===== config.mk =====
export PLATFORM = sky130hd
export DESIGN_NAME = button_click_gesture_classifier_flat
export DESIGN_NICKNAME = d
export VERILOG_FILES = /design/src/rtl/bcgc_pkg.sv /design/src/rtl/bcgc_if.sv /design/src/rtl/button_click_gesture_classifier.sv /design/src/rtl/bcgc_cfg_regs.sv /design/src/rtl/bcgc_core.sv /design/src/rtl/bcgc_out_stage.sv /design/src/flat_wrapper.sv
export SDC_FILE = /design/constraint.sdc
export NUM_CORES = 1
export LEC_CHECK = 0
export BUFFER_PORTS_ARGS = -buffer_cell sky130_fd_sc_hd__buf_4
export CAP_MARGIN = 20
export CORE_MARGIN = 5
export CORE_UTILIZATION = 35
export CTS_CLUSTER_SIZE = 20
export DETAILED_ROUTE_END_ITERATION = 7
export GPL_ROUTABILITY_DRIVEN = 0
export PLACE_DENSITY = 0.58
export SYNTH_ARGS = -nofsm -noshare
export SYNTH_HDL_FRONTEND = slang
export SYNTH_SLANG_ARGS = --single-unit

===== constraint.sdc =====
create_clock -name clk -period 4.5 [get_ports clk]
set_input_delay 0.45 -clock clk [delete_from_list [all_inputs] [get_ports clk]]
set_output_delay 0.45 -clock clk [all_outputs]
set_load 0.05 [all_outputs]

===== src/rtl/bcgc_pkg.sv =====
// ----------------------------------------------------------------------------
// Button click gesture classifier package
// Shared types, gesture codes and register reset values.
// ----------------------------------------------------------------------------
`default_nettype none

package bcgc_pkg;

    localparam int unsigned TIMER_BITS_DEFAULT = 16;
    localparam int unsigned CFG_DATA_BITS      = 16;
    localparam int unsigned CFG_INDEX_BITS     = 2;
    localparam int unsigned ELAPSED_BITS       = 8;

    localparam logic [CFG_DATA_BITS-1:0] LONG_PRESS_RESET       = 16'd1000;
    localparam logic [CFG_DATA_BITS-1:0] SUPER_LONG_PRESS_RESET = 16'd3000;
    localparam logic [CFG_DATA_BITS-1:0] ULTRA_LONG_PRESS_RESET = 16'd6000;
    localparam logic [CFG_DATA_BITS-1:0] CLICK_WAIT_RESET       = 16'd300;

    typedef enum logic [2:0] {
        GEST_NONE   = 3'd0,
        GEST_CAPT   = 3'd1,
        GEST_SINGLE = 3'd2,
        GEST_DOUBLE = 3'd3,
        GEST_TRIPLE = 3'd4,
        GEST_LONG   = 3'd5,
        GEST_SUPER  = 3'd6,
        GEST_ULTRA  = 3'd7
    } gesture_t;

    typedef enum logic [CFG_INDEX_BITS-1:0] {
        CFG_LONG_PRESS       = 2'd0,
        CFG_SUPER_LONG_PRESS = 2'd1,
        CFG_ULTRA_LONG_PRESS = 2'd2,
        CFG_CLICK_WAIT       = 2'd3
    } cfg_index_t;

    typedef enum logic {
        KIND_TICK  = 1'b0,
        KIND_BEGIN = 1'b1
    } item_kind_t;

    typedef struct packed {
        item_kind_t                kind;
        logic                      button_pressed;
        logic [ELAPSED_BITS-1:0]   elapsed_ms;
    } item_t;

    typedef struct packed {
        gesture_t confirmed_gesture;
        gesture_t current_gesture;
        logic     capturing;
    } result_t;

    typedef struct packed {
        logic [CFG_DATA_BITS-1:0] long_press_ms;
        logic [CFG_DATA_BITS-1:0] super_long_press_ms;
        logic [CFG_DATA_BITS-1:0] ultra_long_press_ms;
        logic [CFG_DATA_BITS-1:0] click_wait_ms;
    } cfg_t;

endpackage

`default_nettype wire


===== src/rtl/bcgc_if.sv =====
// ----------------------------------------------------------------------------
// Button click gesture classifier channels
// Valid/ready interfaces for input items, results and register writes.
// ----------------------------------------------------------------------------
`default_nettype none

interface bcgc_item_if
    import bcgc_pkg::*;
();
    logic  valid;
    logic  ready;
    item_t payload;

    modport source (output valid, output payload, input ready);
    modport sink (input valid, input payload, output ready);
endinterface

interface bcgc_result_if
    import bcgc_pkg::*;
();
    logic    valid;
    logic    ready;
    result_t payload;

    modport source (output valid, output payload, input ready);
    modport sink (input valid, input payload, output ready);
endinterface

interface bcgc_cfg_if
    import bcgc_pkg::*;
();
    logic                      valid;
    logic                      ready;
    logic [CFG_INDEX_BITS-1:0] index;
    logic [CFG_DATA_BITS-1:0]  data;

    modport source (output valid, output index, output data, input ready);
    modport sink (input valid, input index, input data, output ready);
endinterface

`default_nettype wire


===== src/rtl/button_click_gesture_classifier.sv =====
// ----------------------------------------------------------------------------
// Button click gesture classifier
// Classifies clicks and long presses from a stream of button samples.
// ----------------------------------------------------------------------------
// The items channel carries begin beats, which start a capture, and tick
// beats with the sampled button level and the milliseconds elapsed. Every
// accepted beat produces exactly one beat on the results channel with the
// confirmed gesture, the gesture seen so far and the capturing flag.
// The cfg channel writes the four threshold registers; it is always ready
// and should only be used while no beat is in flight.
// A result is registered at the clock edge that accepts its item. Throughput
// is one item per cycle while the results channel is ready, set by the single
// result register after the classification logic.
// When the receiver stalls, the result register holds its beat and the items
// channel is not ready until that beat is taken. A new item is accepted in
// the same cycle as the waiting result leaves, so no cycle is lost.
// Reset clears the gesture state, the edge timer and the result valid flag and
// loads the thresholds with 1000, 3000, 6000 and 300 ms.
// ----------------------------------------------------------------------------
`default_nettype none

module button_click_gesture_classifier
    import bcgc_pkg::*;
#(
    parameter int unsigned TIMER_BITS = TIMER_BITS_DEFAULT
)
(
    input  wire logic      clk,
    input  wire logic      rst_n,
    bcgc_item_if.sink      items,
    bcgc_result_if.source  results,
    bcgc_cfg_if.sink       cfg
);

    cfg_t    regs;
    result_t step_result;
    logic    in_ready;
    logic    step_en;

    assign items.ready = in_ready;
    assign step_en     = items.valid && in_ready;

    bcgc_cfg_regs u_cfg_regs (
        .clk   (clk),
        .rst_n (rst_n),
        .cfg   (cfg),
        .regs  (regs)
    );

    bcgc_core #(
        .TIMER_BITS (TIMER_BITS)
    ) u_core (
        .clk     (clk),
        .rst_n   (rst_n),
        .step_en (step_en),
        .item    (items.payload),
        .regs    (regs),
        .result  (step_result)
    );

    bcgc_out_stage u_out_stage (
        .clk       (clk),
        .rst_n     (rst_n),
        .in_valid  (items.valid),
        .in_ready  (in_ready),
        .in_result (step_result),
        .results   (results)
    );

endmodule

`default_nettype wire


===== src/rtl/bcgc_cfg_regs.sv =====
// ----------------------------------------------------------------------------
// Button click gesture classifier register file
// Holds the four threshold registers written through the configuration port.
// ----------------------------------------------------------------------------
`default_nettype none

module bcgc_cfg_regs
    import bcgc_pkg::*;
(
    input  wire logic  clk,
    input  wire logic  rst_n,
    bcgc_cfg_if.sink   cfg,
    output cfg_t       regs
);

    cfg_t regs_reg;
    cfg_t regs_next;

    assign cfg.ready = 1'b1;
    assign regs      = regs_reg;

    always_comb
    begin
        regs_next = regs_reg;
        if (cfg.valid)
        begin
            case (cfg_index_t'(cfg.index))
                CFG_LONG_PRESS:       regs_next.long_press_ms       = cfg.data;
                CFG_SUPER_LONG_PRESS: regs_next.super_long_press_ms = cfg.data;
                CFG_ULTRA_LONG_PRESS: regs_next.ultra_long_press_ms = cfg.data;
                CFG_CLICK_WAIT:       regs_next.click_wait_ms       = cfg.data;
                default:              regs_next = regs_reg;
            endcase
        end
    end

    always_ff @(posedge clk or negedge rst_n)
    begin
        if (!rst_n)
        begin
            regs_reg.long_press_ms       <= LONG_PRESS_RESET;
            regs_reg.super_long_press_ms <= SUPER_LONG_PRESS_RESET;
            regs_reg.ultra_long_press_ms <= ULTRA_LONG_PRESS_RESET;
            regs_reg.click_wait_ms       <= CLICK_WAIT_RESET;
        end
        else
        begin
            regs_reg <= regs_next;
        end
    end

endmodule

`default_nettype wire


===== src/rtl/bcgc_core.sv =====
// ----------------------------------------------------------------------------
// Button click gesture classifier core
// Gesture state, edge timer and the combinational classification step.
// ----------------------------------------------------------------------------
`default_nettype none

module bcgc_core
    import bcgc_pkg::*;
#(
    parameter int unsigned TIMER_BITS = TIMER_BITS_DEFAULT
)
(
    input  wire logic    clk,
    input  wire logic    rst_n,
    input  wire logic    step_en,
    input  item_t        item,
    input  cfg_t         regs,
    output result_t      result
);

    localparam int unsigned CMP_BITS =
        (TIMER_BITS > CFG_DATA_BITS) ? TIMER_BITS : CFG_DATA_BITS;
    localparam logic [TIMER_BITS-1:0] TIMER_MAX = {TIMER_BITS{1'b1}};

    logic                  last_level_reg;
    logic                  last_level_next;
    gesture_t              confirmed_reg;
    gesture_t              confirmed_next;
    gesture_t              current_reg;
    gesture_t              current_next;
    logic [TIMER_BITS-1:0] timer_reg;
    logic [TIMER_BITS-1:0] timer_next;

    logic [TIMER_BITS:0]   timer_sum;
    logic [CMP_BITS-1:0]   timer_cmp;
    logic                  rise;
    logic                  fall;

    assign timer_sum = {1'b0, timer_reg} + (TIMER_BITS+1)'(item.elapsed_ms);
    assign rise      = !last_level_reg && item.button_pressed;
    assign fall      = last_level_reg && !item.button_pressed;
    assign timer_cmp = CMP_BITS'(timer_next);

    always_comb
    begin
        last_level_next = item.button_pressed;
        confirmed_next  = confirmed_reg;
        current_next    = current_reg;
        timer_next      = timer_reg;

        if (item.kind == KIND_BEGIN)
        begin
            confirmed_next = item.button_pressed ? GEST_CAPT : GEST_NONE;
            current_next   = item.button_pressed ? GEST_SINGLE : GEST_NONE;
            timer_next     = '0;
        end
        else
        begin
            timer_next = timer_sum[TIMER_BITS] ? TIMER_MAX : timer_sum[TIMER_BITS-1:0];
            if (confirmed_reg == GEST_CAPT)
            begin
                if (rise || fall)
                begin
                    timer_next = '0;
                end
                if (rise)
                begin
                    case (current_reg)
                        GEST_SINGLE: current_next = GEST_DOUBLE;
                        GEST_DOUBLE: current_next = GEST_TRIPLE;
                        default:     current_next = current_reg;
                    endcase
                end
                if (item.button_pressed)
                begin
                    case (current_next)
                        GEST_SINGLE:
                        begin
                            if (timer_cmp >= CMP_BITS'(regs.long_press_ms))
                                current_next = GEST_LONG;
                        end
                        GEST_LONG:
                        begin
                            if (timer_cmp >= CMP_BITS'(regs.super_long_press_ms))
                                current_next = GEST_SUPER;
                        end
                        GEST_SUPER:
                        begin
                            if (timer_cmp >= CMP_BITS'(regs.ultra_long_press_ms))
                                current_next = GEST_ULTRA;
                        end
                        default:
                        begin
                            current_next = current_next;
                        end
                    endcase
                end
                else if (timer_cmp >= CMP_BITS'(regs.click_wait_ms))
                begin
                    confirmed_next = current_next;
                end
            end
        end
    end

    assign result.confirmed_gesture = confirmed_next;
    assign result.current_gesture   = current_next;
    assign result.capturing         = (confirmed_next == GEST_CAPT);

    always_ff @(posedge clk or negedge rst_n)
    begin
        if (!rst_n)
        begin
            last_level_reg <= 1'b0;
            confirmed_reg  <= GEST_NONE;
            current_reg    <= GEST_NONE;
            timer_reg      <= '0;
        end
        else if (step_en)
        begin
            last_level_reg <= last_level_next;
            confirmed_reg  <= confirmed_next;
            current_reg    <= current_next;
            timer_reg      <= timer_next;
        end
    end

`ifndef SYNTHESIS
    a_begin_released_clears: assert property (@(posedge clk) disable iff (!rst_n)
        step_en && item.kind == KIND_BEGIN && !item.button_pressed
        |=> confirmed_reg == GEST_NONE && current_reg == GEST_NONE && timer_reg == '0)
        else $error("begin with button released did not clear the gesture");

    a_capture_has_gesture: assert property (@(posedge clk) disable iff (!rst_n)
        confirmed_reg == GEST_CAPT
        |-> current_reg != GEST_NONE && current_reg != GEST_CAPT)
        else $error("capture running without a current gesture");

    a_idle_holds_state: assert property (@(posedge clk) disable iff (!rst_n)
        !step_en |=> $stable(timer_reg) && $stable(current_reg) && $stable(confirmed_reg))
        else $error("gesture state changed without an accepted item");
`endif

endmodule

`default_nettype wire


===== src/rtl/bcgc_out_stage.sv =====
// ----------------------------------------------------------------------------
// Button click gesture classifier output stage
// Result register that decouples the result channel from the input channel.
// ----------------------------------------------------------------------------
`default_nettype none

module bcgc_out_stage
    import bcgc_pkg::*;
(
    input  wire logic      clk,
    input  wire logic      rst_n,
    input  wire logic      in_valid,
    output logic           in_ready,
    input  result_t        in_result,
    bcgc_result_if.source  results
);

    logic    valid_reg;
    logic    valid_next;
    result_t payload_reg;

    assign in_ready        = !valid_reg || results.ready;
    assign results.valid   = valid_reg;
    assign results.payload = payload_reg;

    always_comb
    begin
        valid_next = valid_reg;
        if (in_ready)
        begin
            valid_next = in_valid;
        end
    end

    always_ff @(posedge clk or negedge rst_n)
    begin
        if (!rst_n)
        begin
            valid_reg <= 1'b0;
        end
        else
        begin
            valid_reg <= valid_next;
        end
    end

    always_ff @(posedge clk)
    begin
        if (in_valid && in_ready)
        begin
            payload_reg <= in_result;
        end
    end

endmodule

`default_nettype wire


===== src/flat_wrapper.sv =====
// flat-port wrapper written by rule: the top's interface ports become plain ports
module button_click_gesture_classifier_flat import bcgc_pkg::*;
#(
    parameter int unsigned TIMER_BITS = TIMER_BITS_DEFAULT
)
  (clk, rst_n, items_valid, items_payload, items_ready, results_valid, results_payload, results_ready, cfg_valid, cfg_index, cfg_data, cfg_ready);
  bcgc_item_if items_i ();
  bcgc_result_if results_i ();
  bcgc_cfg_if cfg_i ();
  input  wire logic clk;
  input  wire logic rst_n;
  input wire logic [$bits(items_i.valid)-1:0] items_valid;
  input wire logic [$bits(items_i.payload)-1:0] items_payload;
  output wire logic [$bits(items_i.ready)-1:0] items_ready;
  output wire logic [$bits(results_i.valid)-1:0] results_valid;
  output wire logic [$bits(results_i.payload)-1:0] results_payload;
  input wire logic [$bits(results_i.ready)-1:0] results_ready;
  input wire logic [$bits(cfg_i.valid)-1:0] cfg_valid;
  input wire logic [$bits(cfg_i.index)-1:0] cfg_index;
  input wire logic [$bits(cfg_i.data)-1:0] cfg_data;
  output wire logic [$bits(cfg_i.ready)-1:0] cfg_ready;
  assign items_i.valid = items_valid;
  assign items_i.payload = items_payload;
  assign items_ready = items_i.ready;
  assign results_valid = results_i.valid;
  assign results_payload = results_i.payload;
  assign results_i.ready = results_ready;
  assign cfg_i.valid = cfg_valid;
  assign cfg_i.index = cfg_index;
  assign cfg_i.data = cfg_data;
  assign cfg_ready = cfg_i.ready;
  button_click_gesture_classifier #(.TIMER_BITS(TIMER_BITS)) u_core (.clk(clk), .rst_n(rst_n), .items(items_i), .results(results_i), .cfg(cfg_i));
endmodule

; Word-level counts from Yosys, hierarchy flattened
; Index checks and enable logic that the tools add are counted.
[word_totals]
ff_bits = 95
latchBits = 0
mem_bits_rw = 0
mem_bits_ro = 0
input_bits = 33
wordCells = 61
mem_count = 0
[classes]
n_addsub = 1
multipliers = 0
n_div = 0
magnitude_cmp = 4
eq_ne = 10
shifts = 0
muxes = 21
bitwise_logic = 0
reduce_logical = 13
[ops]
columns = operator, n
row1 = $ge 16x16->1, 4
row2 = $mux 16, 4
row3 = $mux 3, 13
row4 = $add 16x8->17, 1
row5 = $eq 3x2->1 const B, 3
row6 = $pmux 3 s3, 1
row7 = $reduce_and 2->1, 4
row8 = $eq 3x1->1 const B, 2
row9 = $eq 3x3->1 const B, 2
row10 = $pmux 3 s2, 1
row11 = $eq 2x2->1 const B, 2
row12 = $logic_and 1x1->1, 3
row13 = $logic_not 1->1, 3
row14 = $eq 2x1->1 const B, 1
row15 = $logic_not 2->1, 1
row16 = $logic_or 1x1->1, 2
row17 = $mux 2, 1
row18 = $mux 1, 1

; Longest topological paths before layout
[logic_depth]
ltp_word = 12
mapped_depth = 18
ltp_nobuf = 17

; Hierarchy
; From an unflattened synthesis, not the netlist that was laid out.
[hier_totals]
hier_cells = 611
area_unflattened_um2 = 6256.0
[modules_own_cells]
columns = module, n_inst, cells_per_inst, area_each_um2
row1 = bcgc_core, 1, 461, 3533.4
row2 = bcgc_cfg_regs, 1, 138, 2452.4
row3 = bcgc_out_stage, 1, 11, 264.0
row4 = button_click_gesture_classifier, 1, 1, 6.3

; Worst setup path after synthesis
; Ideal clock, no wire load.
[synth_timing]
kind = input to register
startpoint = input port items_payload[0]
endpoint = register u_core.u_out_stage.payload_reg (netlist bit u_core.u_out_stage.results.payload[0]), data pin
setup_ns = 0.256
t_arrival_ns = 3.656
required_time_ns = 4.244
slack_ns = 0.588
stages = 17
path_buffers = 1
cell_sequence = ha_1 > fa_1 > a21oi_1 > o22ai_1 > o2111a_2 > and3_1 > buf_2 > nor2_1 > nor2_1 > ha_1 > nand2_1 > o21ai_1 > a41oi_1 > a211o_1 > a221oi_2 > a21oi_1 > o211a_1
[synth_rtl]
columns = item, line_no
row1 = start: declaration, flat_wrapper.sv:13  ; input wire logic [$bits(items_i.payload)-1:0] items_payload;
row2 = end signal: assignment, bcgc_out_stage.sv:51  ; payload_reg <= in_result;
row3 = end: declaration, bcgc_out_stage.sv:20  ; result_t payload_reg;

==> impl_metrics.env <==
export IMPL_synth_edf_count=7
export IMPL_ys_types=64
export IMPL_synth_mux_area_share_pct=9.56
export IMPL_cts_setup_buffers=0
export IMPL_synthFlopType="dfrtp_1"
export IMPL_start_util_pct=35.2
export IMPL_holdBufCountCts=0
export IMPL_tns_ps=0
export IMPL_post_cts_resized=0
export IMPL_ff_latch_area_um2=2440
export IMPL_layout_nets=761
export IMPL_grt_pass1_wl_mm=24.4
export IMPL_core_um2=17100
export IMPL_max_cap_violations=0
export IMPL_boundaryPins=43
export IMPL_r2r_setup_slack_ps=310
export IMPL_drv_slew=0
export IMPL_path_buf_inv=0
export IMPL_worst_slew_pin_slew_ps=1010
export IMPL_antenna_found_initial=0
export IMPL_crit_type="reg2reg"
export IMPL_die_y_um=141
export IMPL_rsz0062_at_grt="no"
export IMPL_multi_input_area_um2=3260
export IMPL_p_leak_nw=3.29
export IMPL_synth_area_um2=6010
export IMPL_final_layout_size_suffix_gt1_share_pct=23.8
export IMPL_ys_seq_elements=95
export IMPL_post_dp_hpwl_mm=11.0
export IMPL_vdd_drop_max_v=0.000194
export IMPL_power_total_mw=3.01
export IMPL_path_cells="ha_1 -> fa_1 -> a21oi_2 -> o22ai_1 -> o2111a_2 -> and3_1 -> nor2_1 -> nor2_1 -> ha_1 -> nand2_1 -> o21ai_1 -> a41oi_1 -> a211o_1 -> a221oi_4 -> a21oi_1 -> o211a_1"
export IMPL_final_cells=884
export IMPL_crit_path_end_kind="flop"
export IMPL_fmax_mhz=239
export IMPL_yosysSeqAreaShare_pct=40.6
export IMPL_yosysWarningCount=0
export IMPL_fin_ws_ps=312
export IMPL_grt_pass1_vias=4731
export IMPL_h_tree_depth=3
export IMPL_dieArea_um2=19900
export IMPL_placement_cell_area_um2=6590
export IMPL_hold_violations=0
export IMPL_place_inst=868
export IMPL_synth_top_family_by_area="adder cells"
export IMPL_r2r_end="u_core.u_out_stage.results.payload[0]"
export IMPL_largest_reg_flops=64
export IMPL_die_w_um=141
export IMPL_cts_path_max_buffers=2
export IMPL_hold_class="in2async"
export IMPL_rows=48
export IMPL_cts_root_buf="clkbuf_16"
export IMPL_dr_pass1_iters=4
export IMPL_fillers=1681
export IMPL_setup_viol=0
export IMPL_grt_usage_pct=15.2
export IMPL_numPortBuffers=41
export IMPL_cts_tree="built"
export IMPL_startpoint_type="flop"
export IMPL_cp_data_required_time_ps=4600
export IMPL_crit_family="compound AO/OA/AOI/OAI gates"
export IMPL_cts_buffers=9
export IMPL_synth_xor_area_share_pct=1.31
export IMPL_run_status="completed"
export IMPL_worst_clock_skew_ps=8.11
export IMPL_max_stage_delay_ps=420
export IMPL_grt_overflow=0
export IMPL_antenna_left=0
export IMPL_timing_slew_headroom_pct=32.5
export IMPL_cp_max_fo=6
export IMPL_clkTransAtPathRegs_ps=70
export IMPL_r2r_start="u_core.u_core.timer_reg[0]"
export IMPL_area_growth_pct=15.9
export IMPL_antenna_cells=0
export IMPL_synth_compound_area_share_pct=15.1
export IMPL_synthAdderAreaFrac_pct=15.5
export IMPL_vias_per_cell=5.15
export IMPL_power_density_nw_per_um2=433
export IMPL_wl_per_cell_um=16.0
export IMPL_grt_max_degree=52
export IMPL_drt_wl_total_mm=14.2
export IMPL_fin_crit_ps=4190
export IMPL_crit_arrival_ps=4290
export IMPL_postLayoutCellArea_um2=6960
export IMPL_finalCritPeriodShare_pct=93.1
export IMPL_avgSynthCellArea_um2=9.82
export IMPL_drcViolationCount=0
export IMPL_drtIter0Drc=296
export IMPL_vias=4555
export IMPL_dp_slack_ps=32.4
export IMPL_r2r_cells=16
export IMPL_cts_sinks=95
export IMPL_clk_insertion_delay_late_ps=360
export IMPL_syn_num_nets=719
export IMPL_cp_slowest_cell="fa_1"
export IMPL_synthSimpleGateAreaFrac_pct=12.2
export IMPL_synth_async_reset_ratio_pct=92.6
export IMPL_netlist_instances=612
## final cells by class
class | count | area share (%)
Clock buffer | 11 | 3.65
Clock inverter | 5 | 1.47
Inverter | 69 | 3.72
Multi-Input combinational cell | 430 | 46.8
Sequential cell | 95 | 35.1
Tap cell | 225 | 4.04
Timing Repair Buffer | 49 | 5.28
## routing by layer
metal,GRT usage [%],vias up,share of wire [%]
met2,23.9,76,45
met3,2.99,14,4.0
met1,21.0,2215,49
met5,0,-,0
met4,5.00,0,1.6
li1,-,2250,-
## cell families (layout without fill, tap and decap cells)
family                     count (synthesis)  in the layout
other                                      1              1
xor gates and xnor gates                   9              9
AOI/OAI and AO/OA                        144            144
and+or+nand+nor                          151            151
buffers and inverters                     87            134
muxes                                     51             51
DFF                                       95             95
adders and majority gates                 74             74
## metrics by stage
stage,hold WS (ps),utilization (%)
after CTS,76.0,40.7
after detailed placement,455,38.6
after floorplan,154,-
final,59.4,40.8
after global placement,441,38.6
after global routing,106,40.8
## cell usage after synthesis, types with 2 or more instances
cell type | instances | share of area (%)
edfxtp_1 | 7 | 3.5
a211oi_1 | 5 | 0.62
o31ai_1 | 3 | 0.37
buf_4 | 2 | 0.25
nor2_1 | 32 | 2.0
nor3_1 | 4 | 0.33
a211o_1 | 3 | 0.44
o211ai_1 | 3 | 0.37
o211a_1 | 2 | 0.33
nor4_1 | 2 | 0.21
clkbuf_1 | 15 | 0.94
o21bai_1 | 3 | 0.37
mux2_2 | 51 | 9.6
nand2_1 | 54 | 3.4
a21oi_1 | 50 | 4.2
nand4_1 | 8 | 0.83
nor2b_1 | 6 | 0.62
ha_1 | 73 | 15
o22ai_1 | 2 | 0.21
o21ai_1 | 2 | 0.17
dfstp_2 | 24 | 10
nand2b_1 | 7 | 0.73
nand3b_1 | 3 | 0.37
inv_1 | 68 | 4.2
a21o_1 | 6 | 0.75
nand3_1 | 16 | 1.3
o21a_1 | 6 | 0.75
dfrtp_1 | 64 | 27
and4_1 | 2 | 0.29
o21ai_0 | 38 | 3.2
a211oi_2 | 2 | 0.42
xnor2_1 | 8 | 1.2
nor3b_1 | 3 | 0.37
a31oi_1 | 3 | 0.31
and3_1 | 6 | 0.62
## layout by cell type, fill, tap and decap left out, types with 3 or more instances in the layout
cell,Yosys,layout
a211o_1,3,3
bufinv_16,0,3
ha_1,73,73
and3_1,6,6
nand2b_1,7,7
mux2_2,51,51
o21ai_1,2,3
nand4_1,8,8
o211ai_1,3,3
nand3_1,16,16
nor2b_1,6,6
o21bai_1,3,3
o31ai_1,3,3
a21oi_1,50,49
dfstp_2,24,24
dfrtp_1,64,64
a211oi_1,5,5
o21ai_0,38,37
a21o_1,6,6
nand3b_1,3,3
xnor2_1,8,8
nor3_1,4,4
o21a_1,6,6
nand2_1,54,54
buf_4,2,49
inv_1,68,68
a31oi_1,3,3
edfxtp_1,7,7
nor2_1,32,30
clkbuf_16,0,10
## worst register-to-register path: stages, from the launching register on
cell,delay [ps]
dfrtp_1,390
ha_1,210
fa_1,420
a21oi_2,180
o22ai_1,150
o2111a_2,310
and3_1,260
nor2_1,150
nor2_1,120
ha_1,320
nand2_1,50
o21ai_1,120
a41oi_1,140
a211o_1,360
a221oi_4,410
a21oi_1,120
o211a_1,230
## worst max-delay path by stage
stage | start | to | depth (start not counted)
6_report | u_core.u_core.timer_reg[0] | u_core.u_out_stage.results.payload[0] | 16
5_1_grt | u_core.u_core.timer_reg[0] | u_core.u_out_stage.results.payload[0] | 16
4_1_cts | u_core.u_core.timer_reg[0] | u_core.u_out_stage.results.payload[1] | 17
3_5_place_dp | items_payload[0] | u_core.u_out_stage.results.payload[1] | 18
3_3_place_gp | items_payload[0] | u_core.u_out_stage.results.payload[0] | 17
2_1_floorplan | items_payload[0] | u_core.u_out_stage.results.payload[0] | 17
## where the power goes
part | switching (mW) | total, mW | internal, mW
Clock | 0.331 | 0.907 | 0.576
Combinational | 0.552 | 0.965 | 0.413
Sequential | 0.0981 | 1.14 | 1.04
No activity file was read; power rests on OpenSTA's default activity.
